**config.mk**
```make
export PLATFORM = sky130hd
export DESIGN_NAME = key_debounce_short_long_press_top
export DESIGN_NICKNAME = d
export VERILOG_FILES = /design/src/hdl/kdsl_pkg.sv /design/src/hdl/kdsl_key.sv /design/src/hdl/key_debounce_short_long_press_top.sv
export SDC_FILE = /design/constraint.sdc
export NUM_CORES = 1
export LEC_CHECK = 0
export CAP_MARGIN = 20
export CORE_ASPECT_RATIO = 1.25
export CORE_MARGIN = 5
export CORE_UTILIZATION = 60
export CTS_BUF_LIST = sky130_fd_sc_hd__clkbuf_4 sky130_fd_sc_hd__clkbuf_8 sky130_fd_sc_hd__clkbuf_16
export CTS_CLUSTER_DIAMETER = 150
export DETAILED_ROUTE_END_ITERATION = 8
export DONT_BUFFER_PORTS = 1
export HOLD_SLACK_MARGIN = 0.1
export MAX_ROUTING_LAYER = met4
export PLACE_DENSITY = 0.73
export REMOVE_ABC_BUFFERS = 1
export SETUP_SLACK_MARGIN = 0.02
export SYNTH_ARGS = -nofsm -noshare
export SYNTH_HDL_FRONTEND = slang
export SYNTH_SLANG_ARGS = --single-unit
```
**constraint.sdc**
```tcl
create_clock -name clk -period 3.4 [get_ports clk]
set_input_delay 0 -clock clk [delete_from_list [all_inputs] [get_ports clk]]
set_output_delay 0 -clock clk [all_outputs]
set_load 0.01 [all_outputs]
```
**src/hdl/kdsl_pkg.sv**
```systemverilog
`timescale 1ns / 1ps
// ----------------------------------------------------------------------------
// Key debounce package
// Shared constants, key step codes and item types for the key debounce block.
// ----------------------------------------------------------------------------
package kdsl_pkg;

	localparam int NUM_KEYS = 4;
	localparam int CNT_W = 8;

	localparam logic [CNT_W-1:0] COUNT_MAX = {CNT_W{1'b1}};
	localparam logic [CNT_W-1:0] LONG_TICKS_RESET = CNT_W'(70);

	typedef enum logic [1:0] {
		STEP_IDLE    = 2'd0,
		STEP_CONFIRM = 2'd1,
		STEP_PRESSED = 2'd2
	} step_t;

	typedef struct packed {
		logic [NUM_KEYS-1:0] key_levels;
		logic [NUM_KEYS-1:0] clear_short;
		logic [NUM_KEYS-1:0] clear_long;
	} in_item_t;

	typedef struct packed {
		logic [NUM_KEYS-1:0] short_flags;
		logic [NUM_KEYS-1:0] long_flags;
	} out_item_t;

	typedef struct packed {
		logic set_short;
		logic set_long;
	} key_set_t;

endpackage

```
**src/hdl/kdsl_key.sv**
```systemverilog
`timescale 1ns / 1ps
// ----------------------------------------------------------------------------
// Key step machine
// Per-key idle/confirm/pressed machine with saturating hold count; reports
// short and long press set requests for the current tick.
// ----------------------------------------------------------------------------
module kdsl_key
	import kdsl_pkg::*;
(
	input  logic             clk,
	input  logic             arst_n,
	input  logic             en,
	input  logic             low,
	input  logic [CNT_W-1:0] long_ticks,
	output key_set_t         set
);

	step_t            step_q;
	step_t            step_d;
	logic [CNT_W-1:0] count_q;
	logic [CNT_W-1:0] count_d;
	logic [CNT_W-1:0] count_inc;

	assign count_inc = (count_q == COUNT_MAX) ? count_q : count_q + CNT_W'(1);

	always_comb begin
		step_d        = step_q;
		count_d       = count_q;
		set.set_short = 1'b0;
		set.set_long  = 1'b0;
		case (step_q)
			STEP_CONFIRM: begin
				step_d = low ? STEP_PRESSED : STEP_IDLE;
			end
			STEP_PRESSED: begin
				if (!low) begin
					step_d        = STEP_IDLE;
					set.set_short = (count_q < long_ticks);
				end else begin
					count_d      = count_inc;
					set.set_long = (count_inc > long_ticks);
				end
			end
			default: begin
				if (low) begin
					step_d  = STEP_CONFIRM;
					count_d = '0;
				end else begin
					step_d = STEP_IDLE;
				end
			end
		endcase
	end

	always_ff @(posedge clk or negedge arst_n) begin
		if (!arst_n) begin
			step_q  <= STEP_IDLE;
			count_q <= '0;
		end else if (en) begin
			step_q  <= step_d;
			count_q <= count_d;
		end
	end

endmodule

```
**src/hdl/key_debounce_short_long_press_top.sv**
```systemverilog
`timescale 1ns / 1ps
// ----------------------------------------------------------------------------
// Key debounce with short and long press detection
// One scan tick per item; updates every key machine and the sticky flags.
// ----------------------------------------------------------------------------
// Result: out_valid rises in the cycle after an item is accepted.
// Throughput: one item per cycle while out_ready is high or none is held;
//   the flags are the result register: a new item enters as the last drains.
// Reset: all key machines idle, hold counts and flags zero, threshold 70;
//   no clearing pass.
module key_debounce_short_long_press_top
	import kdsl_pkg::*;
(
	input  logic             clk,
	input  logic             arst_n,
	input  logic             in_valid,
	output logic             in_ready,
	input  in_item_t         in_data,
	output logic             out_valid,
	input  logic             out_ready,
	output out_item_t        out_data,
	input  logic             cfg_valid,
	output logic             cfg_ready,
	input  logic [CNT_W-1:0] cfg_data
);

	logic                in_fire;
	logic                out_valid_q;
	logic [CNT_W-1:0]    long_ticks_q;
	logic [NUM_KEYS-1:0] short_q;
	logic [NUM_KEYS-1:0] long_q;
	logic [NUM_KEYS-1:0] set_short;
	logic [NUM_KEYS-1:0] set_long;
	key_set_t            key_set [NUM_KEYS];

	assign in_ready  = !out_valid_q || out_ready;
	assign in_fire   = in_valid && in_ready;
	assign cfg_ready = 1'b1;

	for (genvar k = 0; k < NUM_KEYS; k++) begin : g_key
		kdsl_key u_key (
			.clk        (clk),
			.arst_n     (arst_n),
			.en         (in_fire),
			.low        (!in_data.key_levels[k]),
			.long_ticks (long_ticks_q),
			.set        (key_set[k])
		);
		assign set_short[k] = key_set[k].set_short;
		assign set_long[k]  = key_set[k].set_long;
	end

	always_ff @(posedge clk or negedge arst_n) begin
		if (!arst_n) begin
			long_ticks_q <= LONG_TICKS_RESET;
		end else if (cfg_valid && cfg_ready) begin
			long_ticks_q <= cfg_data;
		end
	end

	// clear before set
	always_ff @(posedge clk or negedge arst_n) begin
		if (!arst_n) begin
			out_valid_q <= 1'b0;
			short_q     <= '0;
			long_q      <= '0;
		end else begin
			if (in_fire) begin
				short_q <= (short_q & ~in_data.clear_short) | set_short;
				long_q  <= (long_q & ~in_data.clear_long) | set_long;
			end
			if (in_fire) begin
				out_valid_q <= 1'b1;
			end else if (out_ready) begin
				out_valid_q <= 1'b0;
			end
		end
	end

	assign out_valid            = out_valid_q;
	assign out_data.short_flags = short_q;
	assign out_data.long_flags  = long_q;

	a_fire_valid: assert property (@(posedge clk) disable iff (!arst_n)
		in_fire |=> out_valid)
		else $error("item accepted without result");

	a_flags_hold: assert property (@(posedge clk) disable iff (!arst_n)
		!in_fire |=> ($stable(short_q) && $stable(long_q)))
		else $error("flags changed without item");

	a_short_on_release: assert property (@(posedge clk) disable iff (!arst_n)
		in_fire |=> ((short_q & ~$past(short_q) & ~$past(in_data.key_levels)) == '0))
		else $error("short flag set while key low");

endmodule
```
; Word-level counts from Yosys, hierarchy flattened
; Index checks and enable logic that the tools add are counted.
[classes]
add_sub_neg = 4
multipliers = 0
div_mod_pow = 0
magnitude_cmp = 8
n_eq_ne = 16
n_shift = 0
n_mux = 46
bitwise = 14
reduce_logical = 12
[op_table]
columns = operator, count
row1 = 2-to-1 mux 8 bit, 12
row2 = case mux 8 bit (2 select lines), 4
row3 = "adder 8 x 1 -> 8 bit, second input constant", 4
row4 = "== test 8 bit, second input constant", 4
row5 = > comparator 8 bit, 4
row6 = < comparator 8 bit, 4
row7 = 2-to-1 mux 2 bit, 12
row8 = case mux 2 bit (2 select lines), 4
row9 = 2-to-1 mux 1 bit, 14
row10 = AND reduction 3 bit, 4
row11 = AND 4 bit, 2
row12 = "== test 2 x 1 -> 1 bit, second input constant", 4
row13 = "== test 2 bit, second input constant", 4
row14 = "inequality test 2 bit, second input constant", 4
row15 = inverter 1 bit, 8
row16 = inverter 4 bit, 2
row17 = bitwise OR 4 bit, 2
row18 = AND reduction 2 bit, 4
row19 = nonzero test 2 bit, 1
row20 = logical AND 1 bit, 1
row21 = logical NOT 1 bit, 1
row22 = logical OR 1 bit, 1
[word_totals]
register_bits = 57
latch_bits = 0
ramBits = 0
rom_bits = 0
out_inout_bits = 11
wordCells = 112
memories = 0

; Logic depth before layout (Yosys ltp)
; Gate-level depths: netlist (run 1).
[logic_depth]
word_depth = 6
ltp_mapped = 11
depth_no_buf = 10

; By module
; From an unflattened synthesis (run 1), not the netlist that was laid out.
[hier_totals]
cells_unflattened = 574
hier_area_um2 = 5068.6
[by_module_without_submodules]
columns = module, n_inst, cells_each, area_per_inst_um2, seq_area_each_um2
row1 = kdsl_key at g_key[1].u_key ..., 2, 132, 1126.1, 250.2
row2 = kdsl_key at g_key[0].u_key ..., 2, 127, 1041.0, 250.2
row3 = key_debounce_short_long_press_top, 1, 56, 734.5, 429.2

; Worst setup path before layout (run 1)
; Ideal clock, no wire load.
[synth_path]
path_kind = register -> register
start = register g_key[0].u_key.count_q[0]
end = register long_q[0]
arrival_time_ns = 2.614
t_required_ns = 3.265
path_slack_ns = 0.651
path_stages_with_launch = 11
synth_period_minus_slack_ns = 2.749
path_cell_list = dfrtp_1 > ha_1 > and4_1 > clkbuf_1 > a211oi_1 > xor2_1 > ha_1 > a211oi_1 > o21ai_0 > a2111oi_0 > o31ai_1
[synth_via]
elab_chain_len = 6
[synth_rtl]
columns = item, line_no
row1 = start: declaration, kdsl_key.sv:20  ; logic [CNT_W-1:0] count_q;
row2 = start signal: assignment, kdsl_key.sv:61  ; count_q <= count_d;
row3 = adder 8 x 1 -> 8 bit or == test 8 bit (tied branches), kdsl_key.sv:24  ; assign count_inc = (count_q == COUNT_MAX) ? count_q : count_q + CNT_W'(1);
row4 = 2-to-1 mux 8 bit *, kdsl_key.sv:24
row5 = > comparator 8 bit *, kdsl_key.sv:41  ; set.set_long = (count_inc > long_ticks);
row6 = 2-to-1 mux 1 bit *, kdsl_key.sv:36  ; if (!low) begin
row7 = 2-to-1 mux 2 bit *, kdsl_key.sv:31  ; case (step_q)
row8 = bitwise OR 4 bit *, key_debounce_short_long_press_top.sv:70  ; long_q <= (long_q & ~in_data.clear_long) | set_long;
row9 = end signal: assignment, key_debounce_short_long_press_top.sv:70
row10 = end: declaration, key_debounce_short_long_press_top.sv:31  ; logic [NUM_KEYS-1:0] long_q;
; Every way passes the cells marked *; elsewhere a longest branch is shown, timed or not.
; A chain may end at the register's enable or synchronous reset.

; Worst setup path after layout (run 1)
[layout_path]
start = register g_key[3].u_key.count_q[1]
end = register long_q[3]
[layout_via]
elab_chain_len = 6
[layout_rtl]
columns = item, line_no
row1 = start: declaration, kdsl_key.sv:20
row2 = start signal: assignment, kdsl_key.sv:61
row3 = adder 8 x 1 -> 8 bit or == test 8 bit (tied branches), kdsl_key.sv:24
row4 = 2-to-1 mux 8 bit *, kdsl_key.sv:24
row5 = > comparator 8 bit *, kdsl_key.sv:41
row6 = 2-to-1 mux 1 bit *, kdsl_key.sv:36
row7 = 2-to-1 mux 2 bit *, kdsl_key.sv:31
row8 = bitwise OR 4 bit *, key_debounce_short_long_press_top.sv:70
; Marks and branches as above.

==> results.txt, run 1 <==
* Result of the run: completed
- The clock drives 57 sinks.
- After the last flow step, the layout net total stands at 663.
* Placeable core region: around 8000 um^2
- The critical path is of the register to register type.
- Yosys printed 0 warnings.
* Number of synthesized register bits: 57
- The number of global-route vias before repair is 4251.
- CTS Buf Count: 9
* Wire length of the first global-routing pass: around 20 mm
- RSZ-0062 raised after global routing: false
- Power Density: roughly 380 nW/um^2
- Static timing analysis puts the maximum clock frequency at 335 MHz.
* Type of the worst min-delay path: primary input to register
- The number of setup buffers added after CTS is 0.
- Between clock sinks in the finished design, the worst skew comes to between 0.01 and 0.015 ns.
- After detailed routing, the average wire length per cell comes to between 15 and 20 um.
- Overall Global Routing Usage: a little over a quarter
* Count of standard-cell rows: 36
- Die Span X: roughly 90 um
- Synthesis handed over a netlist of 550 instances.
* HPWL reported at the end of detailed placement: ~8.7 mm
* Final Non-Filler Cells: 665
- Setup slack of the critical path after layout: 0.411 ns
- For the worst-skew pair, the clock arrives at the later sink with an insertion delay of ~0.34 ns.
* Routed wire length: 12.1 mm
- The root buffer cell chosen for the clock tree is clkbuf_8.
- Net switching is 33.9% of the power.
- Number of primary I/O pins: 36
* Post-synthesis cell type count: between 60 and 70
* Post-DRT Antenna Nets: 0
* Vertical die dimension: around 110 um
- Routability-driven placement finished with a final weighted congestion of around 0.92.
- Die area: between 9000 and 10000 um^2
* Post-DP Area: around 4900 um^2
* Switching power: slightly below 700 uW
- Grt ovf: 0
- Internal power comes to roughly 1300 uW.
* Final period utilization: between 80% and 90%
- Clock share of power: a little over 30%
* Post-route core utilization: roughly two thirds
- Input and output buffers added on the ports amount to 0.
- Layout cells sized above 1: between 6 and 7%
* Fillers: around 640
* Maximum root-to-sink buffer count: 2
- Fraction of the yosys area taken by sequential cells: between 20% and 30%
- In the routed design, unresolved DRC markers number 0.
- For the pin with the worst max-slew slack, the measured transition is 0.885 ns.
* Number of max-cap violations: 0
- Number of search-and-repair iterations in the first detailed-routing pass: 4
- Post-layout instance area: roughly 5300 um^2
- For this run, asynchronously set or reset flops after synthesis account for between 90% and 100%.
* Routed via count: between 4000 and 5000
- Post-CTS repair changed the size of 0 cells.
- Entering global routing, the biggest net connects 58 pins.
- The count of final max-slew check failures came to 0.
- Initial antenna violation count: 0
- Hold buffers post-CTS: 23
- Combinational logic burns between 20 and 30% of the power.
- Dividing the synthesized area by the synthesized cell count gives a little under 9 um^2.
- VDD sags by at most between 0.0002 and 0.0003 V.
- Dividing the detail-routed via count by the number of cells gives approximately 6.5.
- Clock-pin slew on the worst setup and hold paths: ~0.070 ns
- Per report_power, the sequential group accounts for 40.7% of the total.
* Endpoints failing setup: 0
* CTS tree: done
- Initial standard-cell utilization of the core: about three fifths
- Count of flip-flops with a built-in enable after synthesis: 0
- H-Tree Depth: 3
* Number of cells in the design after placement: between 600 and 700
* Area Overhead vs Synth: 9.66%
* Prevailing post-synth register cell: dfrtp_1
- The worst path needs between 2 and 3 ns of the cycle, external delays included.
- For this block, the initial DRC count from the detailed router was 215.
- For this design the static power due to leakage is between 0.002 and 0.0025 uW.
- Arrival time reported for the critical path endpoint: around 3.2 ns
- In this run the cell area of the synthesized design comes to about 4800 um^2.
* Largest fanout on the critical path: 7
- The worst pin sits at a relative slew slack of slightly above 40%.
- Required time at the endpoint of the critical path: roughly 3.6 ns
* Pre-CTS setup slack: about 0.42 ns
- The number of antenna diodes in the final layout is 0.
- Final-layout setup total negative slack: 0 ns
- Multi-input gate area: 3170 um^2
- STA classifies the critical path endpoint as a register.
- Total count of hold-check failures in the final report: 0
- Registers take roughly 1400 um^2.
* Sort of element at the start of the critical path: register
[power groups by stage]
stage               combinational, uW  clock, uW  sequential [uW]
floorplan                         409          0              804
global placement                  499          0              816
detailed placement                523          0              821
CTS                               571        611              808
global route                      649        645              821
finish                            574        605              809
[metrics by stage]
step                      total power, uW  hold slack [ns]
after floorplan                      1210           -0.296
after global placement               1320           -0.294
after detailed placement             1340           -0.294
after CTS                            1990            0.101
after global routing                 2120            0.108
final                                1990           0.0846
[kinds of logic after synthesis]
group	after synthesis	share of synthesized area, %
compound gates	170	23.9
xor+xnor	12	2.18
fa+ha+maj	72	18.7
buf+inv	53	4.44
flops	57	29.7
mux	10	2.29
other cells	1	0.0778
simple gates	175	18.7
[metal layers]
metal / up-vias / part of all wire (%) / track usage, % / wire, um
met5: - / 0 / - / 0
met4: 0 / 2.8 / 13.3 / 333
met3: 27 / 3.9 / 3.19 / 475
met2: 109 / 50 / 44.7 / 6030
met1: 2066 / 43 / 31.0 / 5240
li1: 2108 / - / - / -
[cell type report]
type	instances	share of cell area, %
multi-input combinational	440	60.1
inverter	35	2.49
tap	95	2.25
timing repair buffer	23	4.69
clock buffer	15	3.43
sequential	57	27.1
[worst max-delay path, cell delays in order, from the launching register on]
cell and delay [ns]:
dfrtp_1 0.44, ha_1 0.24, and2_1 0.22, nor3b_2 0.40, mux2_2 0.39, ha_1 0.29, nor2b_1 0.14, o211a_1 0.19
a2111oi_0 0.41, o31ai_1 0.13
[synthesized netlist by cell type, drive strengths merged, types with 10 or more instances]
cell	count	area, um^2
a21oi	43	215
clkbuf	13	48.8
dfrtp	54	1350
ha	72	901
inv	35	131
nand2	55	206
nand3	29	145
nand4	14	87.6
nor2	22	82.6
nor2b	10	70.1
nor3	11	75.1
o21a	14	105
o21ai	36	180
xnor2	10	87.6
[state kept, by name, indices dropped and copies added (netlist names)]
name	cells
g_key.u_key.count_q	32
g_key.u_key.step_q	8
long_q	4
long_ticks_q	8
out_valid	1
short_q	4
[final timing paths]
check                                           from                        end  slack [ns]  cells after the start
setup / recovery           g_key[3].u_key.count_q[1]                  long_q[3]        0.41                      9
min in group asynchronous                     arst_n  g_key[0].u_key.count_q[7]        0.18                      2
hold reg to reg             g_key[3].u_key.step_q[1]   g_key[3].u_key.step_q[1]        0.52                      1
max in group asynchronous                     arst_n            long_ticks_q[6]        2.90                      2
hold / removal                              in_valid                 short_q[0]        0.08                      4
setup reg to reg           g_key[3].u_key.count_q[1]                  long_q[3]        0.41                      9
[layout by cell type, fill, tap and decap left out, types with 5 or more instances in the layout]
| master | n |
|---|---|
| a211oi_1 | 5 |
| a21o_1 | 6 |
| a21oi_1 | 43 |
| and3_1 | 7 |
| clkbuf_8 | 11 |
| dfrtp_1 | 54 |
| dlygate4sd3_1 | 22 |
| ha_1 | 72 |
| inv_1 | 35 |
| mux2_2 | 8 |
| nand2_1 | 55 |
| nand2b_1 | 8 |
| nand3_1 | 29 |
| nand4_1 | 14 |
| nor2_1 | 22 |
| nor2b_1 | 9 |
| nor3_1 | 7 |
| o211a_1 | 7 |
| o21a_1 | 14 |
| o21ai_0 | 36 |
| o22ai_1 | 5 |
| or3_1 | 5 |
| xnor2_1 | 10 |
No activity file was read; power rests on OpenSTA's default activity.
==> inputs of run 2 (changes only) <==
SYNTH_HIERARCHICAL = 1   (was default)
TNS_END_PERCENT = 50   (was default)
==> run 2 against run 1 <==
Against the previous run: synthesized cell count increased by 4.4%; non-clock buffer count increased by 9; via count increased by 2.0%; fmax increased by 12%; global-route usage decreased by 0.21 points; count of clock-buffer cells in the layout decreased by 4; largest cell class unchanged; highest routed layer unchanged.
==> results.txt, run 2 <==
* Result of the run: completed
- Arrival time reported for the critical path endpoint: 2.91 ns (-0.30 ns)
* Number of synthesized register bits: 57 (unchanged)
- Required time at the endpoint of the critical path: 3.64 ns (+0.02 ns)
* CTS root buf: clkbuf_8
- NumNets Final: 694 (+4.7%)
* Die Span X: 92.2 um (+2.3%)
- Wire length of the first global-routing pass: 21.3 mm (+3.7%)
* Most frequent standard cell in the layout excluding fill and tap cells: ha_1
- TritonCTS built the clock tree.
- The area of the multi-input gates is 3260 um^2 (+2.8%).
* Total count of hold-check failures in the final report: 0 (unchanged)
- The largest registers in the layout are g_key.u_key/count_q (32), g_key.u_key/step_q (8), long_ticks_q (8).
- The number of inserted filler cells in the final layout is 633 (-0.94%).
- The area used by sequential logic in the layout is 1430 um^2 (unchanged).
- Counting instances in the post-synthesis netlist gives the leading cell types as ha_1 (72), inv_1 (57), a21oi_1 (56).
- The first-pass iteration count of the detailed router was 5 (+1).
* Area Overhead vs Synth: 10.4%
* Routed length per instance: 17.5 um (-3.5%)
* CTS Buf Count: 9 (unchanged)
* Actual transition at the worst max-transition pin: 0.670 ns (-0.215 ns)
* Most frequent cell after synthesis: ha_1
- The normalized max-slew margin came to 55.2% (+15 points).
- The cell-internal power is 1330 uW (+1.4%).
- Ranked by total cell area, the synthesized netlist is headed by dfrtp_1 (27%), ha_1 (18%), a21oi_1 (5.5%), inv_1 (4.2%), nor2_1 (3.1%).
- Worst Hold Slack: 0.131 ns (+0.0461 ns)
- Count of flip-flops with a built-in enable after synthesis: 0 (unchanged)
* Final weighted congestion in routability-driven placement: 0.884 (-4.1%)
* Number of flip-flops under the largest register name: 32 (unchanged)
- Maximum root-to-sink buffer count: 2 (unchanged)
- Proportion of netlist area held by the largest area contributor: 26.7% (-1.4 points)
- Highest achievable clock rate: 374 MHz (+12%)
- Prevailing post-synth register cell: dfrtp_1
- Async set or reset register ratio after synthesis: 100% (unchanged)
- The cell leakage power was 0.00263 uW (+7.9%).
- Final setup skew: 0.00789 ns (-0.00435 ns)
* Final-layout setup total negative slack: 0 ns (unchanged)
- The fraction of final layout cells with drive strength greater than 1 was 12.5% (+5.8 points).
* RSZ-0062 raised after global routing: false
* Final routed DRC violation total: 0 (unchanged)
* Sort of element at the start of the critical path: register
* Count of buffers inserted at the top-level ports: 0 (unchanged)
* Later-pin clock latency in the skew report: 0.35 ns (about the same)
- Initial standard-cell utilization of the core: 61.5% (about the same)
- Fraction of the yosys area taken by sequential cells: 28.2% (-1.5 points)
- The die outline area came to 10400 um^2 (+4.7%).
- The number of global-route vias before repair is 4548 (+7.0%).
- Switching part of the total: 30.1% (-3.8 points)
- Endpoints failing setup: 0 (unchanged)
- The number of warnings reported in the yosys synthesis log came to 6 (+6).
- The area of the core came to 8240 um^2 (+5.1%).
- HPWL reported at the end of detailed placement: 8.77 mm (+1.1%)
- The switching power total is 573 uW (-15%).
- Routed via count: 4396 (+2.0%)
- Worst vdd rail ir drop: 0.000228 V (-23%)
- Initial antenna violation count: 0 (unchanged)
* Post-synthesis instance area: 5070 um^2 (+5.2%)
- Post-DRT Antenna Nets: 0 (unchanged)
* Pre-CTS setup slack: 0.778 ns (+0.356 ns)
- The ratio of routed vias to standard cells came to 6.29 (-3.0%).
* Setup slack of the critical path after layout: 0.730 ns (+0.319 ns)
* Overall Global Routing Usage: 26.0% (-0.21 points)
* Vertical die dimension: 113 um (+2.3%)
- The total wire length came to 12.2 mm (+1.4%).
- The count of mapped cells out of synthesis came to 574 (+4.4%).
- Number of max-cap violations: 0 (unchanged)
- The buffers inserted during post-CTS setup optimization was 0 (unchanged).
* Largest fanout on the critical path: 9 (+2)
- Pin count of the biggest net entering global routing: 58 (unchanged)
- The top cell types in the final layout, fill and taps aside, are ha_1 (72), inv_1 (57), a21oi_1 (56), dfrtp_1 (54), nor2_1 (42).
- # diodes: 0 (unchanged)
- Average cell area after synthesis: 8.83 um^2 (+0.80%)
- More flip-flops sit in one register than any other, and that register is g_key.u_key/count_q.
- Clock-pin slew on the worst setup and hold paths: 0.07 ns (about the same)
* Grt ovf: 0 (unchanged)
* Startpoint-to-endpoint class of the critical path: register to register
* H-Tree Depth: 3 (unchanged)
- The clock network power share is 39.4% (+9.0 points).
- Worst Setup End Kind: register
- Number of primary I/O pins: 36 (unchanged)
* DR iter-0 viols: 226 (+5.1%)
* Post-synthesis cell type count: 56 (-8.2%)
- The count of final max-slew check failures is 0 (unchanged).
- Most area-hungry cell type in the Yosys netlist: dfrtp_1
- Final period utilization: 78.5% (-9.4 points)
* Power Density: 341 nW/um^2 (-9.5%)
- The sequential cell fraction of total power was 40.5% (-0.2 points).
- The number of clock sinks came to 57 (unchanged).
- Share of power burned in combinational logic: 20.1% (-8.8 points)
* Count of standard-cell rows: 37 (+2.8%)
* Type of the worst min-delay path: primary input to register
* Final critical delay including setup and external delays: 2.67 ns (-0.319 ns)
-- run 2: cell count changes after synthesis, moves of 7 or more --
| cell | previous run | this run |
|---|---|---|
| a21oi_1 | 43 | 56 |
| o21ai_1 | 0 | 8 |
| nand2_1 | 55 | 41 |
| nor2_1 | 22 | 42 |
| a32o_1 | 2 | 12 |
| inv_1 | 35 | 57 |
| o21ai_0 | 36 | 18 |
| o211a_1 | 7 | 0 |
| a22o_1 | 1 | 8 |
| clkbuf_1 | 13 | 0 |
-- run 2: timing repair --
item                                    4_1_cts  5_1_grt
hold buffers                                 32        0
hold endpoints to repair                     88        0
gates resized for setup                       0        0
endpoints found under the setup margin        0        0
-- run 2: metal layers --
metal	vias up	share of wire (%)	wire, um	GRT usage [%]
li1	2150	-	-	-
met1	2102	43	5230	30.5
met2	117	50	6070	44.4
met4	0	3.0	367	11.1
met5	-	0	0	-
met3	27	4.7	581	3.92
-- run 2: kinds of logic (layout without fill, tap and decap cells) --
family	Yosys count	after routing	share of synthesized area [%]
and+or+nand+nor	183	183	20.1
DFF	57	57	28.2
AOI/OAI and AO/OA	162	162	22.0
buffers and inverters	77	105	7.41
xor gates and xnor gates	8	8	1.38
muxes	14	14	3.06
adders and majority gates	72	72	17.8
other	1	1	0.0740
-- run 2: critical path, cell delays in order (launching register included) --
cell and delay, ns:
dfrtp_1 0.52, ha_1 0.35, and3_1 0.45, nand3_4 0.12
nand2_1 0.09, ha_1 0.23, nor2b_1 0.13, o211ai_1 0.16
a21oi_1 0.09, o21a_1 0.17, a32o_1 0.24
-- run 2: final timing paths --
kind                                           startpoint                         to  slack, ns  cells past startpoint
worst max-delay path            g_key[3].u_key/count_q[0]                  long_q[3]       0.73                     10
worst min-delay path                            out_ready                 short_q[0]       0.13                      2
worst max register to register  g_key[3].u_key/count_q[0]                  long_q[3]       0.73                     10
worst min register to register   g_key[3].u_key/step_q[1]   g_key[3].u_key/step_q[1]       0.53                      1
max in group asynchronous                          arst_n            long_ticks_q[6]       2.93                      2
min in group asynchronous                          arst_n  g_key[1].u_key/count_q[0]       0.18                      2
-- run 2: final cells by class --
class | count | area share (%)
multi-input cells | 440 | 58.3
well taps | 97 | 2.17
clock buffers | 11 | 2.71
inverters | 57 | 3.82
repair buffers | 32 | 6.04
clock inverters | 5 | 1.39
flip-flops and latches | 57 | 25.6
-- run 2: through the flow --
stage	total power (uW)	std cells	instance area, um^2	util, %
final	1910	699	5600	67.9
after global routing	2020	699	5600	67.9
after CTS	1920	699	5600	67.9
after detailed placement	1110	651	5030	61.0
after global placement	1090	651	5030	61.0
after floorplan	1020	554	4910	-
-- run 2: power by group through the flow --
stage	sequential, uW	clock, uW	combinational, uW
3_3_place_gp	781	0	305
6_report	772	752	382
2_1_floorplan	767	0	256
5_1_grt	780	803	439
3_5_place_dp	785	0	322
4_1_cts	772	767	381
==> inputs of run 3 (changes only) <==
CORE_UTILIZATION = 59   (was 60)
PLACE_DENSITY = 0.75   (was 0.73)
clock period = 2.18 ns   (was 3.4 ns; I/O delays follow)
==> run 3 against run 2 <==
Against the previous run: the flow now finishes with violations (setup timing); flip-flop and latch count unchanged; design area up 12%; critical path depth unchanged; global-route usage up 2.7 points; clock power up 23%; via count up 11%; final cell count up 11%; combinational power up 82%; first-iteration DRC count down 13%; largest cell class unchanged; largest power group unchanged.
==> results.txt, run 3 (synthesis gave the netlist of run 2 again) <==
- The arrival time of data at the critical path endpoint came to 2.53 ns (-0.38 ns).
- The largest registers in the layout are g_key.u_key/count_q (32), g_key.u_key/step_q (8), long_ticks_q (8).
* Highest achievable clock rate: 439 MHz (+17%)
* Final setup skew: 0.0105 ns (+0.00259 ns)
* Number of max-cap violations: 0 (unchanged)
- The number of global-route vias before repair is 5158 (+13%).
* Grt ovf: 0 (unchanged)
* Routed length per instance: 18.0 um (+2.5%)
- Type of the worst min-delay path: primary input to register
* Clock-pin slew on the worst setup and hold paths: 0.07 ns (about the same)
- In this run the clock root is driven by a clkbuf_8.
- RSZ-0062 raised after global routing: true
- The vias after detailed routing came to 4871 (+11%).
* H-Tree Depth: 3 (unchanged)
* Clock share of power: 32.9% (-6.5 points)
- The count of standard-cell rows was 37 (unchanged).
* Maximum root-to-sink buffer count: 2 (unchanged)
* Power Density: 447 nW/um^2 (+31%)
* Endpoints failing setup: 3 (+3)
- Post-route core utilization: 75.5% (+7.6 points)
* Final routed DRC violation total: 0 (unchanged)
* Number of primary I/O pins: 36 (unchanged)
- Actual transition at the worst max-transition pin: 0.724 ns (+0.0541 ns)
- Leaving out fill and tap cells, the most frequent cell in the layout is buf_4.
* Register-to-Register Path Depth: 10 (unchanged)
- Leaving out fill and tap cells, the most frequent cells in the layout are buf_4 (74), ha_1 (65), inv_1 (57), a21oi_1 (53), dfrtp_1 (53).
- The switching fraction of total power is 32.8% (+2.7 points).
- The shortest period the worst path allows came to 2.28 ns (-0.390 ns).
* Wire length of the first global-routing pass: 23.7 mm (+12%)
- The global router's overall resource usage is 28.8% (+2.7 points).
- Master of the slowest instance on the critical path: dfrtp_1
- The fraction of the cycle the final worst path needs is 105% (+26 points).
- The number of inserted filler cells in the final layout came to 585 (-7.6%).
- The data required time of the worst path came to 2.43 ns (-1.21 ns).
- STA classifies the critical path endpoint as a register.
* Number of flip-flops under the largest register name: 32 (unchanged)
- Largest fanout on the critical path: 6 (-3)
- The clock latency of the later-clocked register in the worst-skew pair is 0.35 ns (about the same).
- The quantity of I/O buffers inserted on ports is 0 (unchanged).
- Traced cell by cell, the critical path runs through ha_2 -> buf_4 -> nand4_1 -> nand3_1 -> xnor2_1 -> ha_1 -> a21oi_1 -> o21ai_0 -> o21a_1 -> a32o_1.
- The delay of the slowest cell on the worst path is 0.41 ns (-0.11 ns).
- The cell area after layout was 6290 um^2 (+12%).
- Number of search-and-repair iterations in the first detailed-routing pass: 5 (unchanged)
- The HPWL after detailed placement is 9.88 mm (+13%).
* Startpoint-to-endpoint class of the critical path: register to register
- The area after detailed placement was 5550 um^2 (+10%).
- Total count of hold-check failures in the final report: 0 (unchanged)
* Failing checks: setup timing
- The number of nets in the layout was 772 (+11%).
- The combinational fraction of design power is 24.6% (+4.5 points).
- LEAKAGE: 0.00301 uW (+14%)
- Post-DRT Antenna Nets: 0 (unchanged)
* # diodes: 0 (unchanged)
* Pin count of the biggest net entering global routing: 58 (unchanged)
- Pre-CTS setup slack: -0.142 ns (-0.920 ns)
- The sequential cell fraction of total power came to 42.5% (+2.0 points).
- Sort of element at the start of the critical path: register
- Reg with most FFs: g_key.u_key/count_q
* Area Overhead vs Synth: 24.1%
- The placer's final routability congestion estimate came to 0.910 (+3.0%).
- Die area: 10600 um^2 (+1.5%)
- The TritonCTS buffer count was 9 (unchanged).
- The worst voltage drop across the vdd grid was 0.000414 V (+82%).
* Internal power: 1890 uW (+42%)
- The fraction of final layout cells with drive strength greater than 1 is 25.1% (+13 points).
- Total count of max-transition violations in the final report: 0 (unchanged)
* Initial standard-cell utilization of the core: 60.8% (-0.68 points)
- Setup slack of the critical path after layout: -0.100 ns (-0.830 ns)
* Die Span X: 92.9 um (+0.75%)
- Worst-case headroom to the max-slew limit: 51.6% (-3.6 points)
- DR iter-0 viols: 196 (-13%)
- The die height was 114 um (+0.77%).
- The switching power total is 923 uW (+61%).
- Via density: 6.27 (-0.32%)
* CTS tree: done
- The number of cells on the worst hold path was 5 (+3).
* Placeable core region: 8330 um^2 (+1.1%)
- The total wire length was 14.0 mm (+14%).
- Result of the run: finished with violations
- The number of clock sinks came to 57 (unchanged).
- The number of antenna violations at the first check in global routing was 0 (unchanged).
run 3: layout make-up:
cell class                 instances  area [um^2]  share of cell area, %
clock inverter                     4         20.0                  0.318
clock buffer                      12          153                   2.43
tap                               97          121                   1.93
sequential                        57         1430                   22.8
inverter                          57          214                   3.40
multi-input combinational        440         3400                   54.1
timing repair buffer             110          947                   15.1
run 3: through the flow:
step                      hold WS [ns]  instances  TNS (ns)  total power [uW]
after global routing             0.193        777    -0.727              2990
after floorplan                 -0.296        554    -0.585              1600
after detailed placement        -0.294        719    -0.487              1770
after global placement          -0.294        719    -0.225              1730
after CTS                        0.118        775    -0.173              2800
final                            0.154        777    -0.244              2810
run 3: final timing paths:
path | endpoint | slack (ns) | from
setup / recovery | long_q[2] | -0.10 | g_key[2].u_key/count_q[0]
max in group asynchronous | long_ticks_q[1] | 1.69 | arst_n
min in group asynchronous | g_key[1].u_key/count_q[1] | 0.17 | arst_n
hold reg to reg | g_key[3].u_key/step_q[1] | 0.54 | g_key[3].u_key/step_q[1]
setup reg to reg | long_q[2] | -0.10 | g_key[2].u_key/count_q[0]
hold / removal | g_key[2].u_key/step_q[1] | 0.15 | in_valid
run 3: metal layers:
layer / part of all wire (%) / vias up / track usage [%]
met2: 51 / 146 / 48.7
met3: 4.7 / 35 / 4.75
li1: - / 2307 / -
met4: 3.1 / 0 / 12.9
met1: 41 / 2383 / 33.4
met5: 0 / - / -
run 3: power by group through the flow:
stage	Sequential (uW)	Combinational (uW)	Clock, uW
5_1_grt	1200	787	998
6_report	1200	694	925
4_1_cts	1190	667	937
3_3_place_gp	1210	520	0
3_5_place_dp	1210	557	0
2_1_floorplan	1200	400	0
run 3: worst max-delay path: cells and delay by family (launching register included):
| family | cells | cell delay (ns) |
|---|---|---|
| buf+inv | 1 | 0.15 |
| xor+xnor | 1 | 0.19 |
| flops | 1 | 0.41 |
| simple gates | 2 | 0.20 |
| compound gates | 4 | 0.72 |
| fa+ha+maj | 2 | 0.50 |
run 3: timing repair:
| action | in CTS | in global routing |
|---|---|---|
| hold buffers | 32 | 0 |
| endpoints found under the setup margin | 4 | 4 |
| hold endpoints to repair | 89 | 0 |
| buffers inserted | 8 | 2 |
| pin swaps | 23 | 11 |
| gates cloned | 0 | 0 |
| resized for setup | 18 | 13 |
